<file path="src/design/rhc_pkg.sv">
package rhc_pkg;

  // Pipeline depth: input register is stage 0, output register is stage LAT-1.
  localparam int LAT       = 20;
  // Divider: one quotient bit per stage, fed from stage DIV_FIRST-1.
  localparam int DIV_STEPS = 16;
  localparam int DIV_FIRST = 3;

  typedef enum logic {
    MODEL_RGB = 1'b0,
    MODEL_HSV = 1'b1
  } model_e;

  localparam logic REG_TARGET = 1'b0;

  localparam logic [15:0] RGB_FULL = 16'd65280;
  localparam logic [15:0] PCT_FULL = 16'd25600;
  localparam logic [15:0] SECTOR_W = 16'd7680;

  // 7680 * 25600: common denominator of the fractional sector terms.
  localparam logic [27:0] HSV_DEN    = 28'd196608000;
  // Reciprocals for exact floor division by a constant.
  localparam logic [27:0] RECIP_1875 = 28'd146601551;  // 2^38 / 1875
  localparam logic [21:0] RECIP_51   = 22'd2631721;    // 2^27 / 51
  localparam logic [20:0] RECIP_5    = 21'd1677722;    // 2^23 / 5

  typedef struct packed {
    logic [15:0] alpha;
    logic [15:0] third;
    logic [15:0] second;
    logic [15:0] first;
  } color_t;

  typedef logic [LAT-1:0] stage_en_t;

endpackage

</file>
<file path="src/design/rhc_div.sv">
module rhc_div import rhc_pkg::*; (
  input  logic                 clk_i,
  input  logic [DIV_STEPS-1:0] en_i,
  input  logic [31:0]          num_i,
  input  logic [15:0]          den_i,
  output logic [15:0]          quo_o
);

  // The caller guarantees num_i < den_i * 2^16, so the upper half is a valid
  // starting remainder and the quotient fits in 16 bits.
  logic [15:0] rem_q [DIV_STEPS];
  logic [15:0] low_q [DIV_STEPS];
  logic [15:0] quo_q [DIV_STEPS];
  logic [15:0] den_q [DIV_STEPS];

  logic [15:0] rem_d [DIV_STEPS];
  logic [15:0] low_d [DIV_STEPS];
  logic [15:0] quo_d [DIV_STEPS];
  logic [15:0] den_d [DIV_STEPS];

  always_comb begin
    logic [15:0] rem_in, low_in, quo_in, den_in;
    logic [16:0] trial;
    logic        ge;
    for (int j = 0; j < DIV_STEPS; j++) begin
      if (j == 0) begin
        rem_in = num_i[31:16];
        low_in = num_i[15:0];
        quo_in = '0;
        den_in = den_i;
      end else begin
        rem_in = rem_q[j-1];
        low_in = low_q[j-1];
        quo_in = quo_q[j-1];
        den_in = den_q[j-1];
      end
      trial    = {rem_in, low_in[15]};
      ge       = (trial >= {1'b0, den_in});
      rem_d[j] = ge ? 16'(trial - {1'b0, den_in}) : trial[15:0];
      low_d[j] = {low_in[14:0], 1'b0};
      quo_d[j] = {quo_in[14:0], ge};
      den_d[j] = den_in;
    end
  end

  always_ff @(posedge clk_i) begin
    for (int j = 0; j < DIV_STEPS; j++) begin
      if (en_i[j]) begin
        rem_q[j] <= rem_d[j];
        low_q[j] <= low_d[j];
        quo_q[j] <= quo_d[j];
        den_q[j] <= den_d[j];
      end
    end
  end

  assign quo_o = quo_q[DIV_STEPS-1];

endmodule

</file>
<file path="src/design/rhc_rgb2hsv.sv">
module rhc_rgb2hsv import rhc_pkg::*; (
  input  logic        clk_i,
  input  stage_en_t   en_i,
  input  logic [15:0] r_i,
  input  logic [15:0] g_i,
  input  logic [15:0] b_i,
  input  logic [15:0] a_i,
  output logic [15:0] hue_o,
  output logic [15:0] sat_o,
  output logic [15:0] val_o,
  output logic [15:0] alpha_o
);

  localparam int LAST = LAT - 2;

  // Stage 1: clamp channels, find max and min.
  logic [15:0] r1_q, g1_q, b1_q, mx1_q, mn1_q;
  logic [20:0] a20_1_q;
  logic [15:0] rc, gc, bc, mx, mn;

  always_comb begin
    rc = (r_i > RGB_FULL) ? RGB_FULL : r_i;
    gc = (g_i > RGB_FULL) ? RGB_FULL : g_i;
    bc = (b_i > RGB_FULL) ? RGB_FULL : b_i;
    mx = rc;
    mn = rc;
    if (gc > mx) mx = gc;
    if (bc > mx) mx = bc;
    if (gc < mn) mn = gc;
    if (bc < mn) mn = bc;
  end

  always_ff @(posedge clk_i) begin
    if (en_i[1]) begin
      r1_q    <= rc;
      g1_q    <= gc;
      b1_q    <= bc;
      mx1_q   <= mx;
      mn1_q   <= mn;
      a20_1_q <= 21'(a_i) * 21'd20;
    end
  end

  // Stage 2: delta, hue and saturation numerators.
  logic [31:0] hnum2_q, snum2_q;
  logic [15:0] d2_q, mx2_q;
  logic [20:0] v20_2_q;
  logic [42:0] aprod2_q;
  logic        dz2_q, mz2_q;
  logic [15:0] d;
  logic [33:0] hn;

  always_comb begin
    d = mx1_q - mn1_q;
    if (mx1_q == r1_q) begin
      hn = 34'(g1_q) * 34'd7680 - 34'(b1_q) * 34'd7680;
      if (g1_q < b1_q) hn = hn + 34'(d) * 34'd46080;
    end else if (mx1_q == g1_q) begin
      hn = 34'(d) * 34'd15360 + 34'(b1_q) * 34'd7680 - 34'(r1_q) * 34'd7680;
    end else begin
      hn = 34'(d) * 34'd30720 + 34'(r1_q) * 34'd7680 - 34'(g1_q) * 34'd7680;
    end
  end

  always_ff @(posedge clk_i) begin
    if (en_i[2]) begin
      hnum2_q  <= hn[31:0];
      snum2_q  <= 32'(d) * 32'd25600;
      d2_q     <= d;
      mx2_q    <= mx1_q;
      v20_2_q  <= 21'(mx1_q) * 21'd20;
      aprod2_q <= 43'(a20_1_q) * 43'(RECIP_51);
      dz2_q    <= (d == '0);
      mz2_q    <= (mx1_q == '0);
    end
  end

  // Hue and saturation dividers, stages 3 to LAT-2.
  logic [15:0] hue_quo, sat_quo;

  rhc_div u_hue_div (
    .clk_i (clk_i),
    .en_i  (en_i[DIV_FIRST +: DIV_STEPS]),
    .num_i (hnum2_q),
    .den_i (d2_q),
    .quo_o (hue_quo)
  );

  rhc_div u_sat_div (
    .clk_i (clk_i),
    .en_i  (en_i[DIV_FIRST +: DIV_STEPS]),
    .num_i (snum2_q),
    .den_i (mx2_q),
    .quo_o (sat_quo)
  );

  // Value and alpha run beside the dividers.
  logic [42:0] vprod3_q;
  logic [15:0] alpha_q [LAST:3];
  logic [15:0] val_q   [LAST:4];
  logic        dz_q    [LAST:3];
  logic        mz_q    [LAST:3];
  logic [15:0] a_scl;

  assign a_scl = (aprod2_q[42:27] > PCT_FULL) ? PCT_FULL : aprod2_q[42:27];

  always_ff @(posedge clk_i) begin
    if (en_i[3]) begin
      vprod3_q   <= 43'(v20_2_q) * 43'(RECIP_51);
      alpha_q[3] <= a_scl;
      dz_q[3]    <= dz2_q;
      mz_q[3]    <= mz2_q;
    end
    if (en_i[4]) val_q[4] <= vprod3_q[42:27];
    for (int k = 4; k <= LAST; k++) begin
      if (en_i[k]) begin
        alpha_q[k] <= alpha_q[k-1];
        dz_q[k]    <= dz_q[k-1];
        mz_q[k]    <= mz_q[k-1];
      end
    end
    for (int k = 5; k <= LAST; k++) begin
      if (en_i[k]) val_q[k] <= val_q[k-1];
    end
  end

  assign hue_o   = dz_q[LAST] ? '0 : hue_quo;
  assign sat_o   = mz_q[LAST] ? '0 : sat_quo;
  assign val_o   = val_q[LAST];
  assign alpha_o = alpha_q[LAST];

endmodule

</file>
<file path="config.mk">
export PLATFORM = sky130hd
export DESIGN_NAME = rhc_rgb2hsv
export DESIGN_NICKNAME = d
export VERILOG_FILES = /design/src/design/rhc_pkg.sv /design/src/design/rhc_div.sv /design/src/design/rhc_rgb2hsv.sv
export SDC_FILE = /design/constraint.sdc
export NUM_CORES = 2
export LEC_CHECK = 0
export BUFFER_PORTS_ARGS = -buffer_cell sky130_fd_sc_hd__buf_2
export CORE_MARGIN = 1
export CORE_UTILIZATION = 48
export CTS_CLUSTER_DIAMETER = 30
export DETAILED_ROUTE_END_ITERATION = 10
export REMOVE_ABC_BUFFERS = 1
export SYNTH_ARGS = -nofsm -noshare
export SYNTH_HDL_FRONTEND = slang
export SYNTH_SLANG_ARGS = --single-unit
</file>
<file path="constraint.sdc">
create_clock -name clk_i -period 11.08 [get_ports clk_i]
set_clock_uncertainty 0.1 [all_clocks]
set_input_delay 1.662 -clock clk_i [delete_from_list [all_inputs] [get_ports clk_i]]
set_output_delay 1.662 -clock clk_i [all_outputs]
set_load 0.05 [all_outputs]
</file>
# Word level (Yosys, flattened, before mapping)

Memories as Yosys holds them, arrays and structs flattened.
Cells that the tools add are included.

Word-level logic and storage cells: 199
Input bits: 85
Flip-flop bits (word level): 291
Memories: 12
Output and inout bits: 64
Bits in writable memories: 2544

Magnitude comparators: 41
Add/subtract/negate cells: 39
Mux-type cells: 77
Eq/ne operators: 2
Reductions and logical operators: 2
Multiply operators: 11

Memories:

| memory          | words | width | rd ports | clocked after Yosys merged registers in | write ports | line              | RTL |
|---|---|---|---|---|---|---|---|
| alpha_q         | 16    | 16    | 16       | 0                                       | 16          | rhc_rgb2hsv.sv:99 | `logic [15:0] alpha_q [LAST:3];` |
| u_hue_div.den_q | 16    | 16    | 15       | 0                                       | 16          | rhc_div.sv:14     | `logic [15:0] den_q [DIV_STEPS];` |
| u_hue_div.quo_q | 16    | 16    | 16       | 0                                       | 16          | rhc_div.sv:13     | `logic [15:0] quo_q [DIV_STEPS];` |
| u_hue_div.rem_q | 16    | 16    | 15       | 0                                       | 16          | rhc_div.sv:11     | `logic [15:0] rem_q [DIV_STEPS];` |
| u_sat_div.den_q | 16    | 16    | 15       | 0                                       | 16          | rhc_div.sv:14     |  |
| u_sat_div.quo_q | 16    | 16    | 16       | 0                                       | 16          | rhc_div.sv:13     |  |
| +6 memories     | n/a   | n/a   | n/a      | n/a                                     | n/a         | n/a               |  |

Operators by type and width:

| kind                     | number |
|---|---|
| $mux W16                 | 42 |
| $sub A16 B16 Y16         | 33 |
| $ge A17 B16 Y1           | 31 |
| $mul A16 B4 Y20 const B  | 5 |
| $mux W32                 | 3 |
| $mul A19 B22 Y41 const B | 2 |
| $gt A16 B16 Y1 const B   | 3 |
| $lt A16 B16 Y1           | 3 |
| $mul A16 B3 Y19 const B  | 2 |
| $add A30 B32 Y32         | 1 |
| $add A31 B29 Y32         | 1 |
| $eq A16 B16 Y1           | 2 |
| $gt A16 B16 Y1           | 2 |
| $logic_not A16 Y1        | 2 |
| $mux W1                  | 32 |
| $sub A31 B29 Y32         | 1 |
| $sub A32 B29 Y32         | 1 |
| $add A30 B29 Y31         | 1 |
| $sub A29 B29 Y30         | 1 |
| $mul A16 B6 Y22 const B  | 1 |
| $mul A16 B5 Y21 const B  | 1 |
| $ge A16 B16 Y1           | 1 |
| $gt A16 B15 Y1 const B   | 1 |

# Logic depth before layout (Yosys ltp)

Depth in word-level cells: 6
Depth in mapped cells: 36
Mapped depth without buffers: 36

# Hierarchy

A second synthesis with hierarchy kept.

Cells, all modules: 9688
Area total of the unflattened synthesis: 124180.3 µm²

By module, submodules not included:

| module              | cells each | seq. area each (µm²) | area an instance (µm²) | instances |
|---|---|---|---|---|
| rhc_rgb2hsv         | 4032       | 22551.6              | 49960.4                | 1 |
| rhc_div (u_sat_div) | 2832       | 22101.2              | 37201.9                | 1 |
| rhc_div (u_hue_div) | 2824       | 22101.2              | 37018.0                | 1 |

# Least setup slack after synthesis

OpenSTA, ideal clock, no wires.

Path type: reg-to-reg
From: register mx1_q[0]
To: register hnum2_q[31] (data pin)
Cell stages (with the launch flop): 36
Library setup time: 274 ps
Arrival time: 7248 ps
Period minus slack after synthesis: 7622 ps
Path slack: 3458 ps
Path buffers: 0
Required time: 10706 ps
Cell sequence: edfxtp_1 > inv_1 > ha_1 > fa_1 > nor2b_1 > o21ai_1 > a21boi_1 > o21ai_0 > nand2b_1 > a21o_1 > a21o_1 > a311oi_1 > or3_1 > xnor2_1 > ha_1 > inv_1 > fa_1 > fa_1 > inv_1 > ha_1 > a21o_1 > a2111oi_0 > o21ai_0 > and2_1 > a21o_1 > a211o_1 > and3_1 > ha_1 > inv_1 > a211oi_1 > o21ai_0 > a21oi_1 > xor2_1 > nor2_1 > xnor2_1 > mux2i_1

Word-level cells in the longest chain between the ends: 6
Elaborated cells between the ends (all ways): 14
Classes of those cells: 6 x add/sub; 3 x mul; 2 x eq/ne; 3 x mux

RTL lines:

| item                                                        | line                                 | RTL |
|---|---|---|
| from (decl)                                                 | rhc_rgb2hsv.sv:17                    | `logic [15:0] r1_q, g1_q, b1_q, mx1_q, mn1_q;` |
| from (signal assigned)                                      | rhc_rgb2hsv.sv:38                    | `mx1_q <= mx;` |
| $sub A16 B16 Y16 (*)                                        | rhc_rgb2hsv.sv:54                    | `d = mx1_q - mn1_q;` |
| net d[12]                                                   | rhc_rgb2hsv.sv:50                    | `logic [15:0] d;` |
| $mul A16 B4 Y20                                             | rhc_rgb2hsv.sv:59, rhc_rgb2hsv.sv:61 |  |
| $add A31 B29 Y32 / $add A30 B29 Y31 (equally long branches) | rhc_rgb2hsv.sv:61, rhc_rgb2hsv.sv:59 |  |
| $sub A32 B29 Y32 / $sub A31 B29 Y32 (equally long branches) | rhc_rgb2hsv.sv:61, rhc_rgb2hsv.sv:59 |  |
| $mux W32                                                    | rhc_rgb2hsv.sv:58                    | `end else if (mx1_q == g1_q) begin` |
| $mux W32 (*)                                                | rhc_rgb2hsv.sv:55                    | `if (mx1_q == r1_q) begin` |
| net hn[31]                                                  | rhc_rgb2hsv.sv:51                    | `logic [33:0] hn;` |
| to (signal assigned)                                        | rhc_rgb2hsv.sv:67                    | `hnum2_q <= hn[31:0];` |
| to (decl)                                                   | rhc_rgb2hsv.sv:45                    | `logic [31:0] hnum2_q, snum2_q;` |

The timed path passes the listed nets; every way through them passes the cells marked *.
A chain may end at the register's enable or synchronous reset.

# Final worst setup path

From: register mx1_q[2]
To: register hnum2_q[30] (data pin)

The elaborated chain is that of the path after synthesis.

==> results.md <==
- Status: complete, no violations
- Hold WS: 0.1931 ns
- Crit-path max FO: 7
- Row Count: 179
- CTS Root Cell: clkbuf_16
- # DRC: 0
- Crit end category: register
- Routed wire length: 234,600 um
- Core Box Area: 238,500 um^2
- Clock tree sinks: 2,007
- Yosys warning count: 0
- Largest net degree at the start of global routing: 76
- Placed cell areas: 119,800 um^2
- Count of input and output buffers: 146
- CTS Hold Bufs: 0
- Mapped Cells: 9,425
- Max Root-Sink Buffers: 4
- Final Cell Area: 134,100 um^2
- Hold Path Class: reg2reg
- Crit path DAT: 10.05 ns
- Final net count: 11.47k
- DRT iter0 DRCs: 3,251
- Worst setup SP type: register
- Final setup vio count: 0
- Vias/cell: 5.219
- Async SR Flop Fraction: 0
- CTS tree: yes
- Clock edge transition at the registers on the reported setup and hold paths: 0.05 ns
- Slowest stage cell, crit path: xnor2_1
- Post-Syn Area: 115,400 um^2
- Post-synth EDFFs: 2,007
- Die height: 492.3 um
- Die area: 242,400 um^2
- Top-count cell post-synth: edfxtp_1
- Highest clock rate: 104.9 MHz
- Hold Vio Cnt, Final: 0
- First-pass GRT wire length: 375,300 um
- Post-synth top area cell: edfxtp_1
- Post-route antenna net violation count: 0
- Register area share after synthesis: 0.5222
- Top Ports: 149
- Via count: 69.90k
- Worst-margin pin slew: 1.097 ns
- #FFs+latches synth: 2,007
- Max cap viols: 0
- CP dominant cell by count: ha_1
- Period utilization: 0.8604
- Initial antenna violation count: 1
- Vias in the first global route: 73.04k
- Initial Utilization: 0.4838
- TritonCTS Buffers: 423
- Total negative slack: 0 ns
- CP peak stage delay: 0.62 ns
- Req. time, crit path: 11.60 ns
- Slew Viols, Final: 0
- RSZ-0062 raised after global routing: false
- Post-CTS Setup Inserts: 0
- Final core area utilization: 0.5622
- Pre-antenna DRT Iters: 8
- Post-layout minimum cycle time: 9.533 ns
- Die W: 492.3 um
- Crit path kind: reg2reg
- Post-CTS Resized: 0
- Syn avg cell area: 12.24 um^2
- Placer Congestion: 0.9325
- Fraction of layout cells with a size suffix above 1: 0.1137
- Gr usage total: 0.1940
- Detailed placement HPWL: 180,900 um
- Worst-Skew Late Latency: 1.01 ns
- Ys flop type: edfxtp_1
- Relative max-transition margin: 0.2686
- Total grt overflow: 0
- Top cells by count, synth: 2,007 x edfxtp_1, 1,297 x inv_1, 1,174 x ha_1, 686 x a21oi_1, 608 x nor2_1
- Layout overhead on the synthesized area: 16.20%
- H-tree depth: 5
- Post-synth top area share: 0.5222
- Wire length per cell: 17.52 um
- Most area-consuming cells after synthesis: edfxtp_1 52%, ha_1 13%, fa_1 5.7%
- Count of cell types in the netlist: 97
cells in the final DEF, fill, tap and decap left out, types with 46 or more instances in the layout:
cell / instances
or3_1: 54
o21a_1: 97
nand2_1: 313
inv_1: 1297
bufinv_16: 64
xnor2_1: 386
nor2b_1: 172
o21bai_1: 50
ha_1: 1174
clkinv_2: 66
nand4_1: 113
and3_1: 46
o21ai_1: 56
clkinv_1: 57
buf_4: 78
nor3_1: 152
mux2_2: 157
clkbuf_16: 426
a21o_1: 152
edfxtp_1: 2007
mux2i_1: 74
a21oi_1: 678
and2_1: 60
fa_1: 331
o21ai_0: 264
nand3_1: 107
nor2_1: 607
nand2b_1: 101
xor2_1: 223
buf_2: 128
sequential cells by signal, indices dropped and copies added (netlist names), 17 cells and up:
register / cells
alpha_q: 256
u_hue_div.den_q: 240
u_hue_div.rem_q: 240
u_sat_div.rem_q: 240
val_q: 240
u_sat_div.den_q: 238
u_hue_div.quo_q: 136
u_sat_div.quo_q: 136
hnum2_q: 23
u_hue_div.low_q: 21
a20_1_q: 19
snum2_q: 18
vprod3_q: 18
v20_2_q: 17
per-stage QoR:
stage          instances  worst slack (ns)
3_3_place_gp       12620             1.699
5_1_grt            13390            0.9582
4_1_cts            13390             1.460
3_5_place_dp       12620             1.490
6_report           13390             1.547
2_1_floorplan       9247             3.316
logic make-up (layout without fill, tap and decap cells):
logic type / count (synthesis) / in the layout / synth area share
adder cells (fa/ha/maj): 1505 / 1505 / 0.1847
XOR/XNOR: 611 / 611 / 0.04644
AO/OA/AOI/OAI: 1736 / 1736 / 0.09544
multiplexers: 239 / 239 / 0.02275
flip-flops: 2007 / 2007 / 0.5222
AND/OR/NAND/NOR: 1849 / 1849 / 0.07823
other: 1 / 4 / 0.00003250
buffers and inverters: 1477 / 2275 / 0.05017
critical path: cells and delay by family, from the launching register on:
kind,cells,cell delay [ns]
compound gates,13,3.52
buf+inv,2,0.30
xor+xnor,4,1.18
mux,2,0.31
fa+ha+maj,6,2.49
simple gates,4,0.79
flops,1,0.53
layout make-up:
| cell class | instances | area (um^2) |
|---|---|---|
| timing repair buffer | 210 | 1271 |
| fill | 19520 | 104400 |
| antenna | 3 | 7.507 |
| tap | 3167 | 3963 |
| multi-input combinational | 5941 | 49400 |
| inverter | 1299 | 4876 |
| clock inverter | 299 | 3491 |
| clock buffer | 467 | 10810 |
| sequential | 2007 | 60270 |
per-layer routing:
layer	GRT usage	wire [um]	up-vias	share of wire
li1	-	-	34710	-
met1	0.2138	93730	33410	0.40
met2	0.3622	123000	1223	0.52
met3	0.02696	6956	547	0.030
met4	0.09757	10890	0	0.046
met5	0	0	-	0
final timing paths:
check	start	to	slack, ns	cells after the start
min	val_q[0][143]$_DFFE_PP_	val_q[0][159]$_DFFE_PP_	0.19	0
min reg2reg	val_q[0][143]$_DFFE_PP_	val_q[0][159]$_DFFE_PP_	0.19	0
max reg2reg	mx1_q[2]$_DFFE_PP_	hnum2_q[30]$_DFFE_PP_	1.55	31
max	mx1_q[2]$_DFFE_PP_	hnum2_q[30]$_DFFE_PP_	1.55	31
Power is left out: the tool's default activity adds up to more than one toggle a clock period on the data nets, which glitch-free logic cannot reach.
